===== src/trng_hpf_pkg.sv =====
// ----------------------------------------------------------------------------
// trng_hpf_pkg
// Shared types and constants of the random source health filter.
// ----------------------------------------------------------------------------
package trng_hpf_pkg;

    localparam int unsigned HANG_BITS  = 8;
    localparam int unsigned POLL_BITS  = 16;
    localparam int unsigned CFG_IDX_BITS = 2;
    localparam int unsigned CFG_DATA_BITS = 16;

    localparam logic [HANG_BITS-1:0] HANG_LIMIT_RST  = 8'd100;
    localparam logic [POLL_BITS-1:0] POLL_BUDGET_RST = 16'd1000;
    localparam logic [POLL_BITS-1:0] POLL_ENDED      = 16'hFFFF;

    localparam logic [CFG_IDX_BITS-1:0] REG_HANG_LIMIT  = 2'd0;
    localparam logic [CFG_IDX_BITS-1:0] REG_POLL_BUDGET = 2'd1;

    typedef enum logic [1:0] {
        CMD_BLOCKING = 2'd0,
        CMD_BOUNDED  = 2'd1,
        CMD_START    = 2'd2,
        CMD_UNUSED   = 2'd3
    } t_cmd;

    typedef struct packed {
        t_cmd cmd;
        logic enabled;
        logic int_err;
        logic now_err;
        logic ready;
    } t_poll;

    typedef struct packed {
        logic word_valid;
        logic draw_failed;
        logic clear_error_flags;
        logic reset_request;
        logic error_seen;
    } t_flags;

endpackage


===== src/trng_hpf_qualify.sv =====
// ----------------------------------------------------------------------------
// trng_hpf_qualify
// Health state and per-poll qualification: discard, repeat test, hang count,
// bounded draw count and the sticky error latch.
// ----------------------------------------------------------------------------
module trng_hpf_qualify #(
    parameter int unsigned WORD_BITS = 32
) (
    input  logic                                 i_clk,
    input  logic                                 i_rst_n,
    input  logic                                 i_fire,
    input  trng_hpf_pkg::t_poll                  i_poll,
    input  logic [WORD_BITS-1:0]                 i_word,
    input  logic [trng_hpf_pkg::HANG_BITS-1:0]   i_hang_limit,
    input  logic [trng_hpf_pkg::POLL_BITS-1:0]   i_poll_budget,
    output trng_hpf_pkg::t_flags                 o_flags,
    output logic [WORD_BITS-1:0]                 o_word
);
    import trng_hpf_pkg::*;

    logic [WORD_BITS-1:0] r_prev_word, n_prev_word;
    logic                 r_discard_pending, n_discard_pending;
    logic                 r_error_latch, n_error_latch;
    logic [HANG_BITS-1:0] r_hang_count, n_hang_count;
    logic [POLL_BITS-1:0] r_poll_count, n_poll_count;

    logic [HANG_BITS:0]   hang_next;
    logic [POLL_BITS-1:0] poll_base;
    logic [POLL_BITS-1:0] poll_inc;
    logic                 fresh;

    always_comb begin
        n_prev_word       = r_prev_word;
        n_discard_pending = r_discard_pending;
        n_error_latch     = r_error_latch;
        n_hang_count      = r_hang_count;
        n_poll_count      = r_poll_count;
        o_flags           = '0;
        o_word            = '0;
        hang_next         = {1'b0, r_hang_count} + {{HANG_BITS{1'b0}}, 1'b1};
        fresh             = (i_word != r_prev_word);
        poll_base         = (i_poll.cmd == CMD_START) ? '0 : r_poll_count;
        poll_inc          = poll_base + {{(POLL_BITS-1){1'b0}}, 1'b1};

        unique case (i_poll.cmd)
            CMD_BLOCKING: begin
                if (!i_poll.int_err) begin
                    if (i_poll.ready) begin
                        if (r_discard_pending) begin
                            n_discard_pending = 1'b0;
                        end else if (fresh) begin
                            n_prev_word        = i_word;
                            o_flags.word_valid = 1'b1;
                            o_word             = i_word;
                            n_hang_count       = '0;
                        end
                    end
                end else if (!i_poll.now_err) begin
                    n_error_latch             = 1'b1;
                    o_flags.clear_error_flags = 1'b1;
                end else if (hang_next >= {1'b0, i_hang_limit}) begin
                    n_error_latch         = 1'b1;
                    n_hang_count          = '0;
                    n_discard_pending     = 1'b1;
                    o_flags.reset_request = 1'b1;
                end else begin
                    n_hang_count = hang_next[HANG_BITS-1:0];
                end
            end
            CMD_BOUNDED, CMD_START: begin
                n_hang_count = '0;
                n_poll_count = poll_base;
                if (poll_base >= i_poll_budget) begin
                    o_flags.draw_failed = 1'b1;
                end else begin
                    n_poll_count = poll_inc;
                    if (!i_poll.enabled) begin
                        o_flags.draw_failed = 1'b1;
                    end else if (i_poll.int_err || i_poll.now_err) begin
                        n_error_latch       = 1'b1;
                        o_flags.draw_failed = 1'b1;
                    end else if (i_poll.ready) begin
                        if (r_discard_pending) begin
                            n_discard_pending = 1'b0;
                        end else if (fresh) begin
                            n_prev_word        = i_word;
                            o_flags.word_valid = 1'b1;
                            o_word             = i_word;
                        end
                    end
                    if (!o_flags.word_valid && (poll_inc >= i_poll_budget)) begin
                        o_flags.draw_failed = 1'b1;
                    end
                    if (o_flags.word_valid || o_flags.draw_failed) begin
                        n_poll_count = POLL_ENDED;
                    end
                end
            end
            CMD_UNUSED: begin
            end
            default: begin
            end
        endcase
        o_flags.error_seen = n_error_latch;
    end

    always_ff @(posedge i_clk) begin
        if (!i_rst_n) begin
            r_prev_word       <= '0;
            r_discard_pending <= 1'b0;
            r_error_latch     <= 1'b0;
            r_hang_count      <= '0;
            r_poll_count      <= '0;
        end else if (i_fire) begin
            r_prev_word       <= n_prev_word;
            r_discard_pending <= n_discard_pending;
            r_error_latch     <= n_error_latch;
            r_hang_count      <= n_hang_count;
            r_poll_count      <= n_poll_count;
        end
    end

    a_latch_sticky: assert property (@(posedge i_clk) disable iff (!i_rst_n)
        r_error_latch |=> r_error_latch)
        else $error("error latch dropped without reset");

    a_reset_rearms: assert property (@(posedge i_clk) disable iff (!i_rst_n)
        (i_fire && o_flags.reset_request) |=> (r_discard_pending && r_hang_count == '0))
        else $error("reset request did not re-arm discard");

    a_word_or_fail: assert property (@(posedge i_clk) disable iff (!i_rst_n)
        i_fire |-> !(o_flags.word_valid && o_flags.draw_failed))
        else $error("word delivered on a failed draw");

    a_clear_blocking: assert property (@(posedge i_clk) disable iff (!i_rst_n)
        (i_fire && (o_flags.clear_error_flags || o_flags.reset_request))
            |-> (i_poll.cmd == CMD_BLOCKING))
        else $error("flag clear or reset on a non-blocking poll");

    a_repeat_rejected: assert property (@(posedge i_clk) disable iff (!i_rst_n)
        (i_fire && o_flags.word_valid) |=> (r_prev_word == $past(i_word)))
        else $error("accepted word not remembered");

endmodule


===== src/trng_health_poll_filter.sv =====
// ----------------------------------------------------------------------------
// trng_health_poll_filter
// Qualifies status polls of a true random source and delivers tested words.
// ----------------------------------------------------------------------------
// One input beat is one status poll (command, enable, error bits, data).
// Each poll yields exactly one output beat with the word, failure and request
// flags, and the error latch value after that poll.
// A poll passes through an input register, then the qualify logic into the
// output register. One poll per cycle is sustained unless the receiver stalls;
// the repeat test and all counters update as a poll leaves the input register.
// A poll is taken while a finished beat still waits on the output, the input
// register holding it until the output frees up; when the receiver stalls
// both registers fill and ready drops.
// The config channel writes hang_limit (index 0) and poll_budget (index 1) and
// is always ready; other indexes are ignored. Write it only while no poll is in
// flight.
// Reset loads hang_limit 100 and poll_budget 1000 and clears the remembered
// word, discard, hang and poll counts and the sticky error latch.
// ----------------------------------------------------------------------------
module trng_health_poll_filter #(
    parameter int unsigned WORD_BITS = 32
) (
    input  logic                                     i_clk,
    input  logic                                     i_rst_n,
    input  logic                                     i_in_valid,
    output logic                                     o_in_ready,
    input  logic [1:0]                               i_command,
    input  logic                                     i_source_enabled,
    input  logic                                     i_seed_error_int,
    input  logic                                     i_clock_error_int,
    input  logic                                     i_seed_error_now,
    input  logic                                     i_clock_error_now,
    input  logic                                     i_data_ready,
    input  logic [WORD_BITS-1:0]                     i_data_word,
    output logic                                     o_out_valid,
    input  logic                                     i_out_ready,
    output logic                                     o_word_valid,
    output logic [WORD_BITS-1:0]                     o_random_word,
    output logic                                     o_draw_failed,
    output logic                                     o_clear_error_flags,
    output logic                                     o_reset_request,
    output logic                                     o_error_seen,
    input  logic                                     i_cfg_valid,
    output logic                                     o_cfg_ready,
    input  logic [trng_hpf_pkg::CFG_IDX_BITS-1:0]    i_cfg_index,
    input  logic [trng_hpf_pkg::CFG_DATA_BITS-1:0]   i_cfg_data
);
    import trng_hpf_pkg::*;

    logic                 r_in_valid;
    t_poll                r_poll;
    logic [WORD_BITS-1:0] r_in_word;
    logic                 r_out_valid;
    t_flags               r_flags;
    logic [WORD_BITS-1:0] r_out_word;
    logic [HANG_BITS-1:0] r_hang_limit;
    logic [POLL_BITS-1:0] r_poll_budget;

    logic                 out_free;
    logic                 fire;
    logic                 in_take;
    t_flags               q_flags;
    logic [WORD_BITS-1:0] q_word;

    assign out_free   = !r_out_valid || i_out_ready;
    assign fire       = r_in_valid && out_free;
    assign o_in_ready = !r_in_valid || out_free;
    assign in_take    = i_in_valid && o_in_ready;
    assign o_cfg_ready = 1'b1;

    always_ff @(posedge i_clk) begin
        if (!i_rst_n) begin
            r_in_valid  <= 1'b0;
            r_out_valid <= 1'b0;
        end else begin
            if (in_take) begin
                r_in_valid <= 1'b1;
            end else if (fire) begin
                r_in_valid <= 1'b0;
            end
            if (fire) begin
                r_out_valid <= 1'b1;
            end else if (i_out_ready) begin
                r_out_valid <= 1'b0;
            end
        end
    end

    // poll and result payload
    always_ff @(posedge i_clk) begin
        if (in_take) begin
            r_poll.cmd     <= t_cmd'(i_command);
            r_poll.enabled <= i_source_enabled;
            r_poll.int_err <= i_seed_error_int | i_clock_error_int;
            r_poll.now_err <= i_seed_error_now | i_clock_error_now;
            r_poll.ready   <= i_data_ready;
            r_in_word      <= i_data_word;
        end
        if (fire) begin
            r_flags    <= q_flags;
            r_out_word <= q_word;
        end
    end

    always_ff @(posedge i_clk) begin
        if (!i_rst_n) begin
            r_hang_limit  <= HANG_LIMIT_RST;
            r_poll_budget <= POLL_BUDGET_RST;
        end else if (i_cfg_valid && o_cfg_ready) begin
            if (i_cfg_index == REG_HANG_LIMIT) begin
                r_hang_limit <= i_cfg_data[HANG_BITS-1:0];
            end else if (i_cfg_index == REG_POLL_BUDGET) begin
                r_poll_budget <= i_cfg_data[POLL_BITS-1:0];
            end
        end
    end

    trng_hpf_qualify #(
        .WORD_BITS (WORD_BITS)
    ) u_qualify (
        .i_clk         (i_clk),
        .i_rst_n       (i_rst_n),
        .i_fire        (fire),
        .i_poll        (r_poll),
        .i_word        (r_in_word),
        .i_hang_limit  (r_hang_limit),
        .i_poll_budget (r_poll_budget),
        .o_flags       (q_flags),
        .o_word        (q_word)
    );

    assign o_out_valid         = r_out_valid;
    assign o_word_valid        = r_flags.word_valid;
    assign o_random_word       = r_out_word;
    assign o_draw_failed       = r_flags.draw_failed;
    assign o_clear_error_flags = r_flags.clear_error_flags;
    assign o_reset_request     = r_flags.reset_request;
    assign o_error_seen        = r_flags.error_seen;

endmodule


===== config.mk =====
export PLATFORM = sky130hd
export DESIGN_NAME = trng_health_poll_filter
export DESIGN_NICKNAME = d
export VERILOG_FILES = /design/src/trng_hpf_pkg.sv /design/src/trng_hpf_qualify.sv /design/src/trng_health_poll_filter.sv
export SDC_FILE = /design/constraint.sdc
export NUM_CORES = 1
export LEC_CHECK = 0
export BUFFER_PORTS_ARGS = -buffer_cell sky130_fd_sc_hd__buf_2
export CORE_MARGIN = 10
export CORE_UTILIZATION = 41
export CTS_CLUSTER_SIZE = 20
export DETAILED_ROUTE_END_ITERATION = 10
export GPL_ROUTABILITY_DRIVEN = 0
export GPL_TIMING_DRIVEN = 0
export PLACE_DENSITY = 0.61
export RECOVER_POWER = 50
export SYNTH_ARGS = -nofsm -noshare
export SYNTH_HDL_FRONTEND = slang
export SYNTH_HIERARCHICAL = 1
export SYNTH_SLANG_ARGS = --single-unit

===== constraint.sdc =====
create_clock -name i_clk -period 13 [get_ports i_clk]
set_clock_uncertainty 0.15 [all_clocks]
set_input_delay 1.95 -clock i_clk [delete_from_list [all_inputs] [get_ports i_clk]]
set_output_delay 1.95 -clock i_clk [all_outputs]
set_load 0.03 [all_outputs]

==> results of run 1 <==
## per-stage QoR
stage | setup slack [ns] | cell area, um2 | hold WS [ns]
after floorplan | 7.666 | 8003 | 0.2847
after global placement | 5.827 | 8825 | 0.2951
after detailed placement | 7.510 | 8899 | 0.3002
after CTS | 7.444 | 9499 | 0.3090
after global routing | 6.934 | 9402 | 0.3282
final | 7.350 | 9402 | 0.3054
## synthesized netlist by cell type (all sizes together) (5+ instances only)
cell	n	area, um2
xnor2	11	96.34
o21ai	16	83.83
clkbuf	19	71.32
and3	5	31.28
inv	48	180.2
nor2	22	82.58
xor2	41	359.1
a311oi	8	70.07
a211oi	7	57.55
nand4	7	43.79
nor4	10	62.56
nor3	8	51.30
o211ai	6	45.04
nand2	116	435.4
a21oi	32	167.7
and2	38	237.7
edfxtp	75	2252
dfxtp	84	1682
nor2b	29	181.4
buf	18	173.9
ha	45	563.0
nand4b	6	52.55
mux2i	52	520.5
nand3	14	70.07
o22ai	8	50.05
## area by class of cell
| cell class | instances | share of cell area |
|---|---|---|
| clock buffers | 18 | 0.04565 |
| inverters | 48 | 0.01916 |
| plain buffers | 37 | 0.02489 |
| clock inverters | 14 | 0.01823 |
| multi-input cells | 525 | 0.3870 |
| repair buffers | 100 | 0.05137 |
| flip-flops and latches | 159 | 0.4184 |
| well taps | 265 | 0.03527 |
## critical path: stages (launching register included)
cell       delay [ns]
edfxtp_1         0.42
ha_1             0.31
clkbuf_1         0.30
clkbuf_1         0.33
nor2b_1          0.34
ha_1             0.31
and4b_1          0.21
clkbuf_1         0.24
nand4_1          0.26
nor3b_2          0.34
nand2_1          0.11
xnor2_1          0.23
ha_1             0.30
nand2_1          0.07
o21ai_0          0.12
a2111oi_0        0.39
a211oi_1         0.22
nor3_1           0.35
buf_2            0.31
a21bo_2          0.17
a21oi_1          0.06
## registers in the layout, indices dropped and copies added (netlist names), 6 cells and up
| name | cells |
|---|---|
| r_poll | 6 |
| u_qualify/r_prev_word | 32 |
| r_hang_limit | 8 |
| r_in_word | 32 |
| o_random_word | 32 |
| u_qualify/r_poll_count | 16 |
| u_qualify/r_hang_count | 8 |
| r_poll_budget | 16 |
## how the worst max path moves through the flow
stage	to	slack, ns	cells after the start
floorplan	u_qualify/r_poll_count[5]	7.67	7
global placement	u_qualify/r_poll_count[10]	5.83	8
detailed placement	u_qualify/r_poll_count[8]	7.51	20
CTS	u_qualify/r_poll_count[8]	7.44	20
global route	u_qualify/r_poll_count[8]	6.93	21
finish	u_qualify/r_poll_count[8]	7.35	20
## power by group through the flow
stage	registers, mW	logic (mW)	clock network, mW
2_1_floorplan	0.580	0.0747	0
3_3_place_gp	0.573	0.122	0
3_5_place_dp	0.572	0.126	0
4_1_cts	0.561	0.127	0.523
5_1_grt	0.564	0.136	0.543
6_report	0.562	0.122	0.512
## layer usage
| layer | track usage | up-vias | routed length [um] |
|---|---|---|---|
| met5 | 0 | - | 0 |
| met4 | 0.04423 | 0 | 158 |
| met3 | 0.03393 | 16 | 631 |
| met2 | 0.2293 | 103 | 8620 |
| met1 | 0.1839 | 2677 | 8995 |
| li1 | - | 2931 | - |
## cells by family (layout without fill, tap and decap cells)
group | after synthesis | in the layout | synth area share
other cells | 1 | 1 | 0.0004686
buf+inv | 85 | 217 | 0.05316
mux | 52 | 52 | 0.06504
xor+xnor | 52 | 52 | 0.05691
simple gates | 275 | 275 | 0.1778
flops | 159 | 159 | 0.4916
fa+ha+maj | 45 | 45 | 0.07036
compound gates | 100 | 100 | 0.08474
==> results.tsv, run 1 <==
stage	metric	value	unit
status	outcome	complete, but fails checks	
status	violations	capacitance limit, slew limit	
global_routing	gr-usage-all-layers	0.1421	
setup_path	critical_path_arrival	5.82	ns
power	power.share.sequential	0.469	
global_routing	grt_pass1_vias	5683	
floorplan	die-area	25510	um2
power	total_power	1.197	mW
route	vias_per_cell	4.912	
power	p_leak	3.902	nW
worst_hold_path	worstHoldStart	r_hang_limit[4]	
power	p_sw_frac	0.2609	
timing	rsz0062_at_grt	false	
timing	hold_viol_final	0	
timing	slew_headroom	-0.2054	
setup_path	worstPathMaxFanout	10	
worst_hold_path	hold_depth	2	
global_routing	grt_first_pass_wirelength	29.40	mm
synth	synth_area	8003	um2
timing	fmax	0.1770	GHz
job	drv_cap	2	
setup_path	startpoint_type	register	
power	irDropWorstVdd	0.09095	mV
clock_network	cts_hold_buf	0	
timing	fin_crit_sh	0.4346	
synth	yosysSeqAreaShare	0.4916	
global_routing	grt_max_degree	26	
route	wl_per_cell	15.78	um
setup_path	worst-r2r-setup-slack	7.35	ns
setup_path	timing.rr.end	u_qualify/r_poll_count[8]	
placement	io_buffers	98	
setup_path	end_kind	register	
floorplan	io_pins	103	
worst_hold_path	whs_endpoint	r_hang_limit[4]	
route	drc	0	
cells_and_area	diodes	0	
clock_network	cts_sinks	159	
setup_path	r2r_start	r_poll[5]	
clock_network	root_buffer	clkbuf_16	
timing	setup_tns	0	ns
floorplan	row_count	51	
global_routing	antenna_found_initial	0	
clock_network	cts_tree	yes	
route	routed_wirelength	18.41	mm
synth	synthArstFlopShare	0	
floorplan	die_h	159.7	um
clock_network	htree_levels	4	
cells_and_area	area_growth_syn_to_layout	17.48	%
setup_path	crit_start	r_poll[5]	
synth	synthesis.nets	877	
synth	ys.flop_type	dfxtp_1	
floorplan	initial_core_util	0.4139	
clock_network	insertion_delay	0.44	ns
cells_and_area	nets	996	
floorplan	die_w	159.7	um
synth	syn_avg_cell_area	10.41	um2
placement	dp_cells	1134	
setup_path	crit_required	13.17	ns
placement	hpwl	13.81	mm
floorplan	core_area	19330	um2
synth	synth-seq-cells	159	
cells_and_area	fillers	1793	
clock_network	cts_buffer_depth	2	
timing	worstMarginPinSlew	1.804	ns
cells_and_area	final_common_cell	nand2_1	
clock_network	cts_resized	0	
setup_path	r2r_cells	20	
cells_and_area	drive_gt1_frac	0.1620	
power	pwr-share-clk	0.428	
timing	setup_viol	0	
cells_and_area	finalNonFillerCells	1166	
route	dr.pass1.iters	5	
synth	synth_edf_count	75	
power	p_int	884.4	uW
synth	syn_inst	769	
power	combPwrFrac	0.102	
clock_network	tritoncts.num_buffers	17	
timing	finalMaxSlewViolations	37	
cells_and_area	fin_util	0.4862	
setup_path	timing_worst_setup_path_type	reg -> reg	
route	drtIter0Drc	264	
cells_and_area	multi_input_area	3638	um2
clock_network	cts.reportedPaths.clkPinSlew	0.06	ns
timing	finalCriticalPeriod	5.650	ns
route	ant_nets	0	
global_routing	gr-total-overflow	0	
synth	ys_types	58	
cells_and_area	final-seq-area	3934	um2
power	p_switching	312.1	uW
clock_network	cts_setup_buffers	0	
synth	yosys_warnings	6	
power	cellPowerDensity	127.3	nW/um2
cells_and_area	final_cell_mix	116 x nand2_1, 93 x buf_2, 84 x dfxtp_1	
route	via_count	5727	
worst_hold_path	hold_path_class	reg -> reg	
No activity file was read; power rests on OpenSTA's default activity.
==> run 2, diff against run 1 <==
PLACE_DENSITY = 0.63   (was 0.61)
clock period = 4.8 ns   (was 13 ns; I/O delays follow)
==> results.tsv, run 2 (synthesis gave the netlist of run 1 again) <==
stage	metric	value	unit	change
status	violations	capacitance limit, slew limit		unchanged
cells_and_area	area_growth_syn_to_layout	18.92	%	was 17.48%
route	vias_per_cell	4.938		was 4.912
worst_hold_path	hold_depth	1		was 2
setup_path	r2r_cells	20		unchanged
clock_network	insertion_delay	0.43	ns	was 0.44 ns
worst_hold_path	whs_endpoint	r_in_word[9]		was r_hang_limit[4]
clock_network	htree_levels	4		unchanged
global_routing	antenna_found_initial	0		unchanged
route	drc	0		unchanged
cells_and_area	nets	998		was 996
global_routing	gr-usage-all-layers	0.1431		was 0.1421
setup_path	end_kind	register		unchanged
route	ant_nets	0		unchanged
cells_and_area	fillers	1819		was 1793
timing	rsz0062_at_grt	false		unchanged
power	combPwrFrac	0.108		was 0.102
floorplan	initial_core_util	0.4139		unchanged
timing	fmax	0.2237	GHz	was 0.1770 GHz
cells_and_area	final_common_cell	nand2_1		unchanged
power	pwr-share-clk	0.416		was 0.428
power	p_switching	885.5	uW	was 312.1 uW
placement	pre_cts_ws	-0.7188	ns	was 7.510 ns
route	drtIter0Drc	458		was 264
timing	worstMarginPinSlew	2.308	ns	was 1.804 ns
floorplan	io_pins	103		unchanged
timing	finalCriticalPeriod	4.471	ns	was 5.650 ns
timing	finalMaxSlewViolations	39		was 37
cells_and_area	final_cell_mix	115 x nand2_1, 84 x dfxtp_1, 75 x buf_2, 75 x edfxtp_1, 52 x mux2i_1		was 116 x nand2_1, 93 x buf_2, 84 x dfxtp_1
worst_hold_path	worstHoldStart	i_data_word[9]		was r_hang_limit[4]
power	p_sw_frac	0.2769		was 0.2609
floorplan	die_h	159.7	um	unchanged
route	dr.pass1.iters	7		was 5
floorplan	row_count	51		unchanged
worst_hold_path	hold_path_class	in -> reg		was reg -> reg
placement	hpwl	13.74	mm	was 13.81 mm
setup_path	worst-r2r-setup-slack	0.33	ns	was 7.35 ns
route	wl_per_cell	15.91	um	was 15.78 um
setup_path	startpoint_type	register		unchanged
placement	io_buffers	98		unchanged
status	outcome	complete, but fails checks		unchanged
timing	hold_viol_final	0		unchanged
clock_network	cts_tree	yes		unchanged
cells_and_area	final-seq-area	3934	um2	unchanged
timing	fin_ws	0.3292	ns	was 7.350 ns
cells_and_area	fin_util	0.4922		was 0.4862
power	cellPowerDensity	336.1	nW/um2	was 127.3 nW/um2
route	via_count	5767		was 5727
setup_path	crit_required	4.97	ns	was 13.17 ns
clock_network	cts_hold_buf	0		unchanged
timing	setup_viol	0		unchanged
power	total_power	3.198	mW	was 1.197 mW
power	irDropWorstVdd	0.2287	mV	was 0.09095 mV
timing	slew_headroom	-0.5383		was -0.2054
job	drv_cap	2		unchanged
route	routed_wirelength	18.58	mm	was 18.41 mm
global_routing	grt_max_degree	22		was 26
clock_network	cts_buffer_depth	2		unchanged
global_routing	grt_first_pass_wirelength	29.91	mm	was 29.40 mm
floorplan	die-area	25510	um2	unchanged
clock_network	tritoncts.num_buffers	17		unchanged
power	p_int	2.313	mW	was 884.4 uW
setup_path	critical_path_arrival	4.64	ns	was 5.82 ns
cells_and_area	drive_gt1_frac	0.1650		was 0.1620
setup_path	worstPathMaxFanout	10		unchanged
cells_and_area	diodes	0		unchanged
global_routing	gr-total-overflow	0		unchanged
setup_path	timing.rr.end	u_qualify/r_poll_count[8]		unchanged
floorplan	core_area	19330	um2	unchanged
cells_and_area	multi_input_area	3707	um2	was 3638 um2
timing	fin_crit_sh	0.9314		was 0.4346
global_routing	grt_pass1_vias	5831		was 5683
setup_path	timing_worst_setup_path_type	reg -> reg		unchanged
clock_network	cts_sinks	159		unchanged
timing	setup_tns	0	ns	unchanged
clock_network	cts.reportedPaths.clkPinSlew	0.08	ns	was 0.06 ns
power	p_leak	3.901	nW	was 3.902 nW
power	power.share.sequential	0.476		was 0.469
floorplan	die_w	159.7	um	unchanged
clock_network	root_buffer	clkbuf_16		unchanged
setup_path	r2r_start	r_poll[5]		unchanged
==> run 2: cell types whose count changed in the layout (fill, tap and decap cells not counted), sizes merged <==
| cell | previous run | this run |
|---|---|---|
| clkinv | 3 | 7 |
| clkinvlp | 1 | 0 |
| bufinv | 2 | 0 |
| clkbuf | 53 | 66 |
| buf | 102 | 90 |
==> run 2: stage by stage <==
stage                     instance area, um2  cells  hold WS (ns)
after detailed placement                8899   1134        0.2985
after CTS                               9520   1166        0.2946
after global routing                    9517   1168        0.2937
after floorplan                         8003    769        0.2847
after global placement                  8825   1132        0.2935
final                                   9517   1168        0.3063
==> run 2: timing repair <==
action                     CTS  global route
gates resized for setup     11            13
setup endpoints to repair   17            17
setup buffers                1             2
pin swaps                    2             4
==> run 2: layout make-up <==
type	instances	share of cell area
Clock inverter	15	0.01709
Timing Repair Buffer	103	0.05601
Inverter	48	0.01893
Multi-Input combinational cell	525	0.3896
Tap cell	265	0.03484
Sequential cell	159	0.4134
Buffer	36	0.02551
Clock buffer	17	0.04470
==> run 2: critical path, cell delays in order, from the launching register on <==
cell and delay, ns:
edfxtp_1 0.42, ha_2 0.25, clkbuf_4 0.22, clkbuf_4 0.23
nor2b_4 0.17, ha_2 0.23, and4b_2 0.31, nand4_1 0.20
nor3b_2 0.26, buf_4 0.16, nand3_1 0.08, xor2_1 0.22
inv_1 0.07, ha_1 0.28, nor2b_1 0.13, o21ai_1 0.20
nand2_2 0.15, nor3_4 0.24, buf_6 0.18, a31o_2 0.16
a21oi_1 0.03
==> run 2: how the worst max path moves through the flow <==
stage                                       endpoint        start  slack (ns)  cells past startpoint
after floorplan            u_qualify/r_poll_count[8]    r_poll[5]        0.41                     20
after global placement    u_qualify/r_poll_count[10]  i_out_ready       -1.11                      8
after detailed placement   u_qualify/r_poll_count[8]    r_poll[5]       -0.72                     20
after CTS                  u_qualify/r_poll_count[8]    r_poll[5]        0.05                     19
after global routing       u_qualify/r_poll_count[8]    r_poll[5]        0.03                     21
final                      u_qualify/r_poll_count[8]    r_poll[5]        0.33                     20
==> run 2: power groups by stage <==
stage / registers [mW] / logic, mW / clock network (mW)
2_1_floorplan: 1.57 / 0.202 / 0
3_3_place_gp: 1.55 / 0.330 / 0
3_5_place_dp: 1.55 / 0.341 / 0
4_1_cts: 1.52 / 0.346 / 1.36
5_1_grt: 1.53 / 0.386 / 1.42
6_report: 1.52 / 0.347 / 1.33
==> run 2: routing by layer <==
| layer | share of wire | track usage |
|---|---|---|
| met5 | 0 | 0 |
| met4 | 0.0062 | 0.03286 |
| met3 | 0.039 | 0.03290 |
| met2 | 0.48 | 0.2392 |
| met1 | 0.47 | 0.1836 |
==> run 3, diff against run 2 <==
ABC_AREA = 1   (was default)
==> results.tsv, run 3 <==
stage	metric	value	unit	change
placement	dp_cells	1455		was 1134
power	irDropWorstVdd	0.2302	mV	was 0.2287 mV
clock_network	cts.reportedPaths.clkPinSlew	0.08	ns	about the same
route	drtIter0Drc	331		was 458
floorplan	row_count	52		was 51
setup_path	cp_slowest_stage_delay	0.55	ns	was 0.42 ns
synth	synth_area	8491	um2	was 8003 um2
route	wl_per_cell	13.45	um	was 15.91 um
floorplan	die-area	26860	um2	was 25510 um2
timing	finalCriticalPeriod	4.222	ns	was 4.471 ns
timing	setup_viol	0		unchanged
placement	hpwl	15.04	mm	was 13.74 mm
synth	synth_top_area_cell	edfxtp_1		unchanged
timing	slew_headroom	-0.5572		was -0.5383
cells_and_area	diodes	0		unchanged
setup_path	startpoint_type	register		unchanged
setup_path	end_kind	register		unchanged
synth	ys.flop_type	dfxtp_1		unchanged
setup_path	r2r_cells	19		was 20
route	dr.pass1.iters	5		was 7
timing	rsz0062_at_grt	false		unchanged
global_routing	gr-total-overflow	0		unchanged
status	outcome	complete, but fails checks		unchanged
synth	syn_avg_cell_area	7.825	um2	was 10.41 um2
setup_path	critical_path_arrival	4.21	ns	was 4.64 ns
cells_and_area	fillers	2063		was 1819
synth	synthTopCellsByArea	edfxtp_1 27%, dfxtp_1 20%, nand2_1 11%, nor2_1 8.6%, inv_1 6.8%		was edfxtp_1 28%, dfxtp_1 21%, ha_1 7.0%, mux2i_1 6.5%, nand2_1 5.4%
setup_path	cp_slowest_cell	a21boi_1		was edfxtp_1
worst_hold_path	hold_path_class	in -> reg		unchanged
synth	synthTopCellsByCount	244 x nand2_1, 194 x nor2_1, 154 x inv_1		was 116 x nand2_1, 84 x dfxtp_1, 75 x edfxtp_1
synth	synth_edf_count	75		unchanged
cells_and_area	final_cell_mix	244 x nand2_1, 194 x nor2_1, 154 x inv_1		was 115 x nand2_1, 84 x dfxtp_1, 75 x buf_2, 75 x edfxtp_1, 52 x mux2i_1
synth	synthArstFlopShare	0		unchanged
setup_path	worstPathMaxFanout	10		unchanged
synth	synth_most_common_cell	nand2_1		unchanged
placement	io_buffers	99		was 98
clock_network	cts_setup_buffers	0		was 1
clock_network	cts_resized	0		was 11
synth	ys_types	38		was 58
route	ant_nets	0		unchanged
floorplan	die_h	163.9	um	was 159.7 um
route	vias_per_cell	4.646		was 4.938
timing	finalMaxSlewViolations	26		was 39
clock_network	cts_sinks	159		unchanged
timing	timing.hold.ws	0.3114	ns	was 0.3063 ns
clock_network	root_buffer	clkbuf_16		unchanged
power	p_leak	4.585	nW	was 3.901 nW
floorplan	initial_core_util	0.4183		was 0.4139
cells_and_area	area_growth_syn_to_layout	15.75	%	was 18.92%
synth	syn_inst	1085		was 769
clock_network	cts_buffer_depth	2		unchanged
status	violations	capacitance limit, slew limit		unchanged
cells_and_area	final-seq-area	3934	um2	unchanged
floorplan	io_pins	103		unchanged
synth	synthesis.nets	1193		was 877
job	drv_cap	1		was 2
power	cellPowerDensity	336.5	nW/um2	was 336.1 nW/um2
floorplan	die_w	163.9	um	was 159.7 um
route	routed_wirelength	20.00	mm	was 18.58 mm
setup_path	crit_top_cell	inv_1		
global_routing	grt_pass1_vias	6788		was 5831
cells_and_area	finalNonFillerCells	1487		was 1168
cells_and_area	nets	1312		was 998
cells_and_area	finish.instance_area	9828	um2	was 9517 um2
cells_and_area	drive_gt1_frac	0.1183		was 0.1650
clock_network	cts_hold_buf	0		unchanged
synth	synth-seq-cells	159		unchanged
cells_and_area	final_common_cell	nand2_1		unchanged
synth	yosys_warnings	6		unchanged
clock_network	insertion_delay	0.43	ns	about the same
clock_network	htree_levels	4		unchanged
timing	worstMarginPinSlew	2.336	ns	was 2.308 ns
global_routing	grt_first_pass_wirelength	32.69	mm	was 29.91 mm
setup_path	path_cells	inv_1, ha_1, inv_1, nand2_2, inv_1, ha_1, nand3_1, inv_1, nand2_1, xor2_1, inv_1, ha_1, a21oi_1, nor3_1, nor3_1, nand2_1, a21boi_1, buf_2, o21ai_0		was ha_2, clkbuf_4, clkbuf_4, nor2b_4, ha_2, and4b_2, nand4_1, nor3b_2, buf_4, nand3_1, xor2_1, inv_1, ha_1, nor2b_1, o21ai_1, nand2_2, nor3_4, buf_6, a31o_2, a21oi_1
clock_network	tritoncts.num_buffers	17		unchanged
clock_network	cts_tree	yes		unchanged
worst_hold_path	hold_depth	1		unchanged
timing	fin_crit_sh	0.8795		was 0.9314
route	via_count	6908		was 5767
placement	postPlaceCellArea	9363	um2	was 8899 um2
setup_path	crit_required	4.79	ns	was 4.97 ns
synth	yosysSeqAreaShare	0.4633		was 0.4916
global_routing	grt_max_degree	39		was 22
timing	setup_tns	0	ns	unchanged
timing	fmax	0.2369	GHz	was 0.2237 GHz
cells_and_area	multi_input_area	3737	um2	was 3707 um2
global_routing	gr-usage-all-layers	0.1501		was 0.1431
floorplan	core_area	20300	um2	was 19330 um2
setup_path	timing_worst_setup_path_type	reg -> reg		unchanged
timing	hold_viol_final	0		unchanged
global_routing	antenna_found_initial	0		unchanged
route	drc	0		unchanged
synth	synth_top_area_share	0.2653		was 0.2814
-- run 3: changes by cell type in the layout (fill, tap and decap cells not counted), moves of 33 or more --
cell / change
a21oi_1: +33
and2_1: -37
inv_1: +106
mux2i_1: -52
nand2_1: +129
nand3_1: +52
nor2_1: +172
-- run 3: routing by layer --
metal  track usage  vias up  part of all wire
met1        0.1927     3091              0.47
met5             0        -                 0
met2        0.2474      142              0.47
li1              -     3657                 -
met3       0.03705       18             0.057
met4       0.03859        0            0.0095
-- run 3: report_power, final --
group	switching (mW)	internal [mW]
Sequential	0.0400	1.49
Clock	0.631	0.701
Combinational	0.293	0.154
Total	0.964	2.34
-- run 3: cell type report --
class	instances	area share
flip-flops and latches	159	0.4003
multi-input cells	728	0.3803
inverters	160	0.06111
repair buffers	100	0.04507
clock buffers	17	0.04328
well taps	270	0.03437
plain buffers	38	0.01973
clock inverters	15	0.01591
-- run 3: path summary, 6_finish.rpt --
path                         start  slack [ns]                to
setup / recovery         r_poll[4]        0.58     o_draw_failed
hold / removal     i_data_word[15]        0.31     r_in_word[15]
setup reg to reg         r_poll[4]        0.58     o_draw_failed
hold reg to reg   r_poll_budget[8]        0.32  r_poll_budget[8]
-- run 3: kinds of logic after synthesis --
group | after synthesis | share of synthesized area
AO/OA/AOI/OAI | 77 | 0.04745
XOR/XNOR | 36 | 0.03713
adder cells (fa/ha/maj) | 45 | 0.06631
buffers and inverters | 198 | 0.09505
flip-flops | 159 | 0.4633
other | 1 | 0.0004417
AND/OR/NAND/NOR | 569 | 0.2903
-- run 3: stage by stage --
| step | power, mW | setup WS (ns) | util |
|---|---|---|---|
| after global routing | 3.476 | 0.2306 | 0.4842 |
| after detailed placement | 2.014 | 0.5932 | 0.4612 |
| final | 3.308 | 0.5782 | 0.4842 |
| after global placement | 2.002 | -0.8284 | 0.4593 |
| after floorplan | 1.879 | 0.6706 | - |
| after CTS | 3.357 | 0.5728 | 0.4899 |
-- run 3: worst max-delay path, delay by kind of cell, from the launching register on --
family | cells | cell delay [ns]
buffers and inverters | 6 | 0.95
and+or+nand+nor | 6 | 0.75
xor gates and xnor gates | 1 | 0.14
AOI/OAI and AO/OA | 3 | 0.86
DFF | 1 | 0.39
adders and majority gates | 3 | 0.69
